File: config.mk
export PLATFORM = sky130hd
export DESIGN_NAME = q15_fir_filter
export DESIGN_NICKNAME = d
export VERILOG_FILES = /design/src/q15fir_pkg.sv /design/src/q15_fir_filter.sv /design/src/q15fir_ram.sv /design/src/q15fir_seq.sv /design/src/q15fir_dp.sv
export VERILOG_INCLUDE_DIRS = /design/src /design/src/src
export SDC_FILE = /design/constraint.sdc
export NUM_CORES = 2
export LEC_CHECK = 0
export BUFFER_PORTS_ARGS = -buffer_cell sky130_fd_sc_hd__buf_4
export CAP_MARGIN = 20
export CORE_ASPECT_RATIO = 2
export CORE_MARGIN = 5
export CORE_UTILIZATION = 37
export DETAILED_ROUTE_END_ITERATION = 10
export GPL_ROUTABILITY_DRIVEN = 1
export GPL_TIMING_DRIVEN = 0
export PLACE_DENSITY = 0.57
export SYNTH_ARGS = -nofsm -noshare
export SYNTH_HDL_FRONTEND = slang
export SYNTH_SLANG_ARGS = --single-unit
File: constraint.sdc
create_clock -name clk -period 17.65 [get_ports clk]
set_input_delay 1.765 -clock clk [delete_from_list [all_inputs] [get_ports clk]]
set_output_delay 1.765 -clock clk [all_outputs]
set_load 0.1 [all_outputs]
File: src/q15_fir_filter_assert.svh
`ifndef Q15_FIR_FILTER_ASSERT_SVH
`define Q15_FIR_FILTER_ASSERT_SVH

// Check a property on every clock edge outside reset.
`define Q15FIR_ASSERT_CLK(lbl, prop, msg) \
    lbl: assert property (@(posedge clk) disable iff (!rst_n) (prop)) \
        else $error(msg);

// Check that a condition leads to another one on the next clock edge.
`define Q15FIR_ASSERT_NEXT(lbl, pre, post, msg) \
    lbl: assert property (@(posedge clk) disable iff (!rst_n) (pre) |=> (post)) \
        else $error(msg);

`endif

File: src/q15fir_pkg.sv
`default_nettype none

package q15fir_pkg;

    localparam logic [1:0] FUNC_WCOEF  = 2'd0;
    localparam logic [1:0] FUNC_FILTER = 2'd1;
    localparam logic [1:0] FUNC_CLEAR  = 2'd2;

    typedef logic [2:0] step_t;

    localparam step_t STEP_FETCH = 3'd0;
    localparam step_t STEP_WCOEF = 3'd1;
    localparam step_t STEP_CLEAR = 3'd2;
    localparam step_t STEP_MAC   = 3'd3;
    localparam step_t STEP_DRAIN = 3'd4;
    localparam step_t STEP_SAT   = 3'd5;

    typedef enum logic [2:0] {
        BR_NEXT,
        BR_GOTO,
        BR_DISPATCH,
        BR_LOOP,
        BR_OUTWAIT
    } br_t;

    typedef struct packed {
        logic  in_ready;
        logic  coef_we;
        logic  clr_hist;
        logic  mac;
        logic  sat_load;
        br_t   br;
        step_t target;
    } ctrl_t;

    typedef struct packed {
        logic loop_more;
        logic out_free;
    } status_t;

    function automatic ctrl_t microcode(input step_t step);
        ctrl_t w;
        w = '{in_ready: 1'b0, coef_we: 1'b0, clr_hist: 1'b0, mac: 1'b0,
              sat_load: 1'b0, br: BR_GOTO, target: STEP_FETCH};
        case (step)
            STEP_FETCH:
            begin
                w.in_ready = 1'b1;
                w.br       = BR_DISPATCH;
            end
            STEP_WCOEF:
            begin
                w.coef_we = 1'b1;
            end
            STEP_CLEAR:
            begin
                w.clr_hist = 1'b1;
            end
            STEP_MAC:
            begin
                w.mac    = 1'b1;
                w.br     = BR_LOOP;
                w.target = STEP_MAC;
            end
            STEP_DRAIN:
            begin
                w.br = BR_NEXT;
            end
            STEP_SAT:
            begin
                w.sat_load = 1'b1;
                w.br       = BR_OUTWAIT;
            end
            default:
            begin
                w.br = BR_GOTO;
            end
        endcase
        return w;
    endfunction

endpackage

`default_nettype wire

File: src/q15_fir_filter.sv
// Channel   Dir  Handshake             Payload
// s_axis    in   tvalid/tready         tuser: func; tdata: coef_index, value
// m_axis    out  tvalid/tready         tdata: filtered; tuser: saturated
// cfg       in   cfg_we                cfg_data: taps_in_use
//
// A sample word runs one multiply-accumulate per tap in use, one per cycle
// on the single multiplier, fed by the registered reads of the coefficient
// and history RAMs.
// Coefficient write and history clear run their own step; unused funcs return to fetch.
// Reset clears the history valid bits and sets taps_in_use to TAPS (at most 63);
// coefficients hold nothing until written.
// A result waits in the output register while the next word is taken; with
// the output still full, the sequencer holds at its final step.
`default_nettype none

module q15_fir_filter #(
    parameter int TAPS = 32
) (
    input  wire logic        clk,
    input  wire logic        rst_n,
    input  wire logic        s_axis_tvalid,
    output logic             s_axis_tready,
    input  wire logic [23:0] s_axis_tdata,   // [4:0] coef_index, [20:5] value, [23:21] zero
    input  wire logic [1:0]  s_axis_tuser,   // [1:0] func
    output logic             m_axis_tvalid,
    input  wire logic        m_axis_tready,
    output logic [15:0]      m_axis_tdata,   // [15:0] filtered
    output logic             m_axis_tuser,   // [0] saturated
    input  wire logic        cfg_we,
    input  wire logic [5:0]  cfg_data
);

    import q15fir_pkg::*;

    localparam int TAPS_RST = (TAPS > 63) ? 63 : TAPS;

    ctrl_t              ctrl;
    status_t            status;
    logic               accept;
    logic [5:0]         taps_reg;
    logic signed [15:0] filtered;

    assign s_axis_tready = ctrl.in_ready;
    assign accept        = s_axis_tvalid && ctrl.in_ready;

    always_ff @(posedge clk or negedge rst_n)
    begin
        if (!rst_n)
        begin
            taps_reg <= 6'(TAPS_RST);
        end
        else if (cfg_we)
        begin
            taps_reg <= cfg_data;
        end
    end

    q15fir_seq u_seq (
        .clk   (clk),
        .rst_n (rst_n),
        .accept(accept),
        .func  (s_axis_tuser),
        .status(status),
        .ctrl  (ctrl)
    );

    q15fir_dp #(
        .TAPS(TAPS)
    ) u_dp (
        .clk        (clk),
        .rst_n      (rst_n),
        .ctrl       (ctrl),
        .accept     (accept),
        .coef_index (s_axis_tdata[4:0]),
        .value      (s_axis_tdata[20:5]),
        .taps_in_use(taps_reg),
        .out_ready  (m_axis_tready),
        .status     (status),
        .out_valid  (m_axis_tvalid),
        .filtered   (filtered),
        .saturated  (m_axis_tuser)
    );

    assign m_axis_tdata = filtered;

endmodule

`default_nettype wire

File: src/q15fir_ram.sv
`default_nettype none

module q15fir_ram #(
    parameter int WIDTH = 16,
    parameter int DEPTH = 32
) (
    input  wire logic                                    clk,
    input  wire logic                                    we,
    input  wire logic [((DEPTH > 1) ? $clog2(DEPTH) : 1)-1:0] waddr,
    input  wire logic [WIDTH-1:0]                        wdata,
    input  wire logic [((DEPTH > 1) ? $clog2(DEPTH) : 1)-1:0] raddr,
    output logic      [WIDTH-1:0]                        rdata
);

    logic [WIDTH-1:0] mem [DEPTH];

    always_ff @(posedge clk)
    begin
        if (we)
        begin
            mem[waddr] <= wdata;
        end
        rdata <= mem[raddr];
    end

endmodule

`default_nettype wire

File: src/q15fir_seq.sv
`default_nettype none

`include "q15_fir_filter_assert.svh"

module q15fir_seq (
    input  wire logic                clk,
    input  wire logic                rst_n,
    input  wire logic                accept,
    input  wire logic [1:0]          func,
    input  wire q15fir_pkg::status_t status,
    output q15fir_pkg::ctrl_t        ctrl
);

    import q15fir_pkg::*;

    step_t step_reg;
    step_t step_next;

    assign ctrl = microcode(step_reg);

    always_comb
    begin
        step_next = step_reg;
        case (ctrl.br)
            BR_NEXT:
            begin
                step_next = step_reg + 3'd1;
            end
            BR_GOTO:
            begin
                step_next = ctrl.target;
            end
            BR_DISPATCH:
            begin
                if (accept)
                begin
                    case (func)
                        FUNC_WCOEF:  step_next = STEP_WCOEF;
                        FUNC_FILTER: step_next = STEP_MAC;
                        FUNC_CLEAR:  step_next = STEP_CLEAR;
                        default:     step_next = STEP_FETCH;
                    endcase
                end
            end
            BR_LOOP:
            begin
                step_next = status.loop_more ? ctrl.target : step_reg + 3'd1;
            end
            BR_OUTWAIT:
            begin
                step_next = status.out_free ? ctrl.target : step_reg;
            end
            default:
            begin
                step_next = STEP_FETCH;
            end
        endcase
    end

    always_ff @(posedge clk or negedge rst_n)
    begin
        if (!rst_n)
        begin
            step_reg <= STEP_FETCH;
        end
        else
        begin
            step_reg <= step_next;
        end
    end

    `Q15FIR_ASSERT_NEXT(a_filter_enters_mac, accept && (func == FUNC_FILTER), step_reg == STEP_MAC, "filter word did not start tap loop")
    `Q15FIR_ASSERT_NEXT(a_loop_exits_to_drain, (step_reg == STEP_MAC) && !status.loop_more, step_reg == STEP_DRAIN, "tap loop did not drain")
    `Q15FIR_ASSERT_NEXT(a_sat_holds, (step_reg == STEP_SAT) && !status.out_free, step_reg == STEP_SAT, "result step left while output busy")
    `Q15FIR_ASSERT_CLK(a_wcoef_from_fetch, (step_reg == STEP_WCOEF) |-> ($past(step_reg) == STEP_FETCH), "coefficient write not dispatched")

endmodule

`default_nettype wire

File: src/q15fir_dp.sv
`default_nettype none

module q15fir_dp #(
    parameter int TAPS = 32
) (
    input  wire logic                clk,
    input  wire logic                rst_n,
    input  wire q15fir_pkg::ctrl_t   ctrl,
    input  wire logic                accept,
    input  wire logic [4:0]          coef_index,
    input  wire logic signed [15:0]  value,
    input  wire logic [5:0]          taps_in_use,
    input  wire logic                out_ready,
    output q15fir_pkg::status_t      status,
    output logic                     out_valid,
    output logic signed [15:0]       filtered,
    output logic                     saturated
);

    import q15fir_pkg::*;

    localparam int AW    = (TAPS > 1) ? $clog2(TAPS) : 1;
    localparam int KW    = $clog2(TAPS + 1);
    localparam int ACC_W = 32 + $clog2(TAPS);
    localparam int QS    = 15;
    localparam logic signed [ACC_W-1:0] RES_MAX = ACC_W'(32767);
    localparam logic signed [ACC_W-1:0] RES_MIN = ACC_W'(-32768);

    logic [4:0]               idx_reg;
    logic signed [15:0]       val_reg;
    logic [KW-1:0]            k_reg;
    logic [AW-1:0]            wk_reg;
    logic                     tv_reg;
    logic                     rdv_reg;
    logic                     pv_reg;
    logic signed [15:0]       carry_reg;
    logic signed [31:0]       prod_reg;
    logic signed [ACC_W-1:0]  acc_reg;
    logic [TAPS-1:0]          hv_reg;
    logic                     out_valid_reg;
    logic signed [15:0]       filtered_reg;
    logic                     saturated_reg;

    logic [KW-1:0]            n_taps;
    logic [AW-1:0]            raddr;
    logic                     coef_we;
    logic [15:0]              coef_rd;
    logic [15:0]              hist_rd;
    logic signed [31:0]       prod_next;
    logic signed [ACC_W-1:0]  sh;
    logic                     sat_hi;
    logic                     sat_lo;
    logic                     out_free;
    logic                     load_out;

    assign n_taps   = (32'(taps_in_use) > TAPS) ? KW'(TAPS) : KW'(taps_in_use);
    assign raddr    = k_reg[AW-1:0];
    assign coef_we  = ctrl.coef_we && (32'(idx_reg) < TAPS);
    assign out_free = !out_valid_reg || out_ready;
    assign load_out = ctrl.sat_load && out_free;

    assign status.loop_more = (k_reg < n_taps);
    assign status.out_free  = out_free;

    q15fir_ram #(
        .WIDTH(16),
        .DEPTH(TAPS)
    ) u_coef_ram (
        .clk  (clk),
        .we   (coef_we),
        .waddr(AW'(idx_reg)),
        .wdata(val_reg),
        .raddr(raddr),
        .rdata(coef_rd)
    );

    q15fir_ram #(
        .WIDTH(16),
        .DEPTH(TAPS)
    ) u_hist_ram (
        .clk  (clk),
        .we   (tv_reg),
        .waddr(wk_reg),
        .wdata(carry_reg),
        .raddr(raddr),
        .rdata(hist_rd)
    );

    assign prod_next = $signed(coef_rd) * carry_reg;
    assign sh        = acc_reg >>> QS;
    assign sat_hi    = (sh > RES_MAX);
    assign sat_lo    = (sh < RES_MIN);

    always_ff @(posedge clk)
    begin
        if (accept)
        begin
            idx_reg <= coef_index;
            val_reg <= value;
        end
        if (ctrl.mac)
        begin
            wk_reg <= raddr;
        end
        if (accept)
        begin
            carry_reg <= value;
        end
        else if (tv_reg)
        begin
            carry_reg <= rdv_reg ? hist_rd : 16'sd0;
            prod_reg  <= prod_next;
        end
        if (accept)
        begin
            acc_reg <= '0;
        end
        else if (pv_reg)
        begin
            acc_reg <= acc_reg + ACC_W'(prod_reg);
        end
        if (load_out)
        begin
            filtered_reg  <= sat_hi ? 16'sh7FFF : (sat_lo ? 16'sh8000 : sh[15:0]);
            saturated_reg <= sat_hi || sat_lo;
        end
    end

    always_ff @(posedge clk or negedge rst_n)
    begin
        if (!rst_n)
        begin
            k_reg         <= '0;
            tv_reg        <= 1'b0;
            rdv_reg       <= 1'b0;
            pv_reg        <= 1'b0;
            hv_reg        <= '0;
            out_valid_reg <= 1'b0;
        end
        else
        begin
            if (accept)
            begin
                k_reg <= '0;
            end
            else if (ctrl.mac)
            begin
                k_reg <= k_reg + KW'(1);
            end
            tv_reg  <= ctrl.mac && (k_reg < n_taps);
            rdv_reg <= hv_reg[raddr];
            pv_reg  <= tv_reg && !accept;
            if (ctrl.clr_hist)
            begin
                hv_reg <= '0;
            end
            else if (tv_reg)
            begin
                hv_reg[wk_reg] <= 1'b1;
            end
            if (load_out)
            begin
                out_valid_reg <= 1'b1;
            end
            else if (out_ready)
            begin
                out_valid_reg <= 1'b0;
            end
        end
    end

    assign out_valid = out_valid_reg;
    assign filtered  = filtered_reg;
    assign saturated = saturated_reg;

endmodule

`default_nettype wire

==> results.md <==
* Synth Register Bits at between 1000 and 1500
* Final std cells w/o fill at about 5800
* DP Wirelength at 119500 um
* Syn Std Cell Area at a little under 60000 um2
* Most common cell after layout, fill and taps aside: edfxtp_1
* Setup WS post-layout at approximately 9.6 ns
* RSZ-0062 raised after global routing: no
* Post-synthesis sequential area ratio at between 60% and 70%
* Via count at roughly 31000
* Antenna violations before repair at 9
* Final Cycle Share at 45.49%
* Port bufs at roughly 50
* Worst Path Arrival at about 8.5 ns
* Root buffer cell: clkbuf_16
* Post-Route Setup TNS at 0 ns
* Core Area at 156000 um2
* Detailed Routing Iterations Pass 1 at 7
* Worst slew margin at between 20% and 30%
* Gpl congestion at 0.9490
* FMAX at roughly 120 MHz
* Die width at between 200 and 300 um
* Syn Area/Cell at 17.10 um2
* Crit path max-delay cell type: edfxtp_1
* Hold_buf cts at 0
* Crit-path max FO at 21
* Clock sinks at ~1200
* Final count of pins violating max slew at 0
* Initial Utilization at a little under two fifths
* All-Layer GR Usage at about a fifth
* Vias in the first global route at between 30000 and 40000
* Cell variety after synth at 70
* Fin nets at around 4000
* Synth Net Count at between 3000 and 4000
* Drt total wl at about 160000 um
* Hold WC Path Type: flop to flop
* Most common flop cell mapped by yosys: edfxtp_1
* DRT iter0 DRCs at roughly 2100
* Cell row count at ~200
* Worst-Skew Late Latency at around 0.74 ns
* CP top delay family: adder cells
* Final setup vio count at 0
* Synth warn at 0
* Final hold vios at 0
* Bufs and invs on worst path at 7
* Die extent in y at ~570 um
* Max incr delay on CP at between 0.9 and 1 ns
* Area delta synth->final at 15.40%
* Async S/R FF share, synth at about 4.1%
* Antenna Nets Post-Route at 0
* Period minus WS final at 8.029 ns
* Die area at 165500 um2
* CP Capture Type: flop
* Critical path class: flop to flop
* Worst slack at placement at about 9.6 ns
* Status: finished, final reports clean
* Cts bufs inserted at about 110
* Via-to-Cell Ratio at 5.300
* EDFF count, synth at 1115
* Final hold slack at between 0.4 and 0.5 ns
* CTS tree: done
* Startpoint types: flop
* Most frequent cells in the layout: edfxtp_1, mux4_2, inv_1
* DRC violations left at 0
* Critical Path RT at roughly 18 ns
* Global-route wire length before repair at 232200 um
* Layout Skew at approximately 0.046 ns
* Layout cells sized above 1 at approximately 22%
* Largest net degree at the start of global routing at between 50 and 60
* GRT overflow at 0
* # IOs at 56
* Clock buffer depth at 3
* Most frequent CP cell: fa_1
* Crit-path cells: buf_16 -> clkbuf_1 -> nand2_1 -> fa_1 -> inv_1 -> fa_1 -> inv_1 -> fa_1 -> inv_1 -> fa_1 -> fa_1 -> inv_1 -> fa_1 -> inv_1 -> ha_1 -> and2_1 -> a41oi_1 -> o21ai_1 -> a311o_1 -> a311o_1 -> a311oi_2 -> o2bb2ai_1 -> xnor2_1
* Drt wl/cell at between 20 and 30 um
* Mapped Cells at around 3400
* Post-CTS Setup Inserts at 0
* H-tree levels at 3
* Placed cell count at around 5600
* Clock-pin slew on the worst setup and hold paths at about 0.070 ns
* Post-CTS Resized at 0
* Tightest Pin Transition at between 1 and 1.5 ns
* Total of max-cap violations at 0
==> cell usage after synthesis (3+ instances only) <==
master,number,area share (%)
a41oi_1,3,0.045
nand3_1,33,0.28
dfxtp_1,69,2.4
o211ai_1,7,0.090
and3_1,12,0.13
a211oi_1,14,0.18
nor3_1,14,0.12
ha_1,134,2.9
fa_1,263,9.1
nor2_1,136,0.88
o21ai_0,38,0.33
or3_1,9,0.097
o21bai_1,10,0.13
xor2_1,22,0.33
a31oi_1,5,0.054
o22ai_1,4,0.043
edfxtp_1,1115,58
a21o_1,52,0.67
a21oi_2,4,0.060
mux2_2,38,0.74
xnor2_1,46,0.69
buf_2,26,0.22
and2_1,124,1.3
a211oi_2,3,0.065
o21a_1,34,0.44
dfrtp_1,50,2.2
nand3b_1,9,0.12
a21oi_1,58,0.50
o21ai_1,6,0.052
nand4_1,6,0.065
inv_1,314,2.0
clkbuf_1,100,0.65
buf_1,12,0.078
or3b_2,6,0.090
nand2_1,209,1.4
mux4_2,330,13
nand2b_1,18,0.19
mux2i_1,21,0.36
nor2b_1,5,0.054
==> per-layer routing <==
metal	global-route usage (%)	wire length, um	vias to the layer above
met5	0	0	-
met4	11.46	11020	0
met3	2.223	6450	360
met2	37.69	90840	921
met1	19.27	51580	16470
li1	-	-	13230
==> path summary, 6_finish.rpt <==
kind / slack (ns) / cells past startpoint / to / start
worst max-delay path: 9.62 / 23 / u_dp.prod_reg[31] / u_dp.carry_reg[8]
worst min-delay path: 0.49 / 1 / u_dp.hv_reg[6] / u_dp.hv_reg[6]
worst max register to register: 9.62 / 23 / u_dp.prod_reg[31] / u_dp.carry_reg[8]
worst min register to register: 0.49 / 1 / u_dp.hv_reg[6] / u_dp.hv_reg[6]
max in group asynchronous: 15.98 / 1 / u_dp.hv_reg[5] / rst_n
min in group asynchronous: 1.10 / 1 / taps_reg[4] / rst_n
==> cell type report <==
cell class / instances / area [um2]
Fill cell: 13920 / 88930
Sequential cell: 1235 / 36140
Multi-Input combinational cell: 1706 / 20350
Clock buffer: 123 / 2769
Tap cell: 2070 / 2590
Timing Repair Buffer: 161 / 2536
Inverter: 316 / 1186
Clock inverter: 77 / 837.1
Buffer: 139 / 563.0
Antenna cell: 19 / 47.55
==> stage by stage <==
| stage | area (um2) | util [%] |
|---|---|---|
| after floorplan | 58080 | - |
| after global placement | 61050 | 39.15 |
| after detailed placement | 63190 | 40.52 |
| after CTS | 66800 | 42.83 |
| after global routing | 67010 | 42.97 |
| final | 67020 | 42.98 |
==> cell families (layout without fill, tap and decap cells) <==
logic type | Yosys count | after routing | share of synthesized area, %
buffers and inverters | 455 | 816 | 3.010
AND/OR/NAND/NOR | 593 | 593 | 4.880
adder cells (fa/ha/maj) | 397 | 397 | 11.95
XOR/XNOR | 68 | 68 | 1.025
multiplexers | 389 | 389 | 13.90
AO/OA/AOI/OAI | 259 | 259 | 3.010
flip-flops | 1235 | 1235 | 62.23
other | 0 | 19 | 0
Power is left out: the tool's default activity adds up to more than one toggle a clock period on the data nets, which glitch-free logic cannot reach.
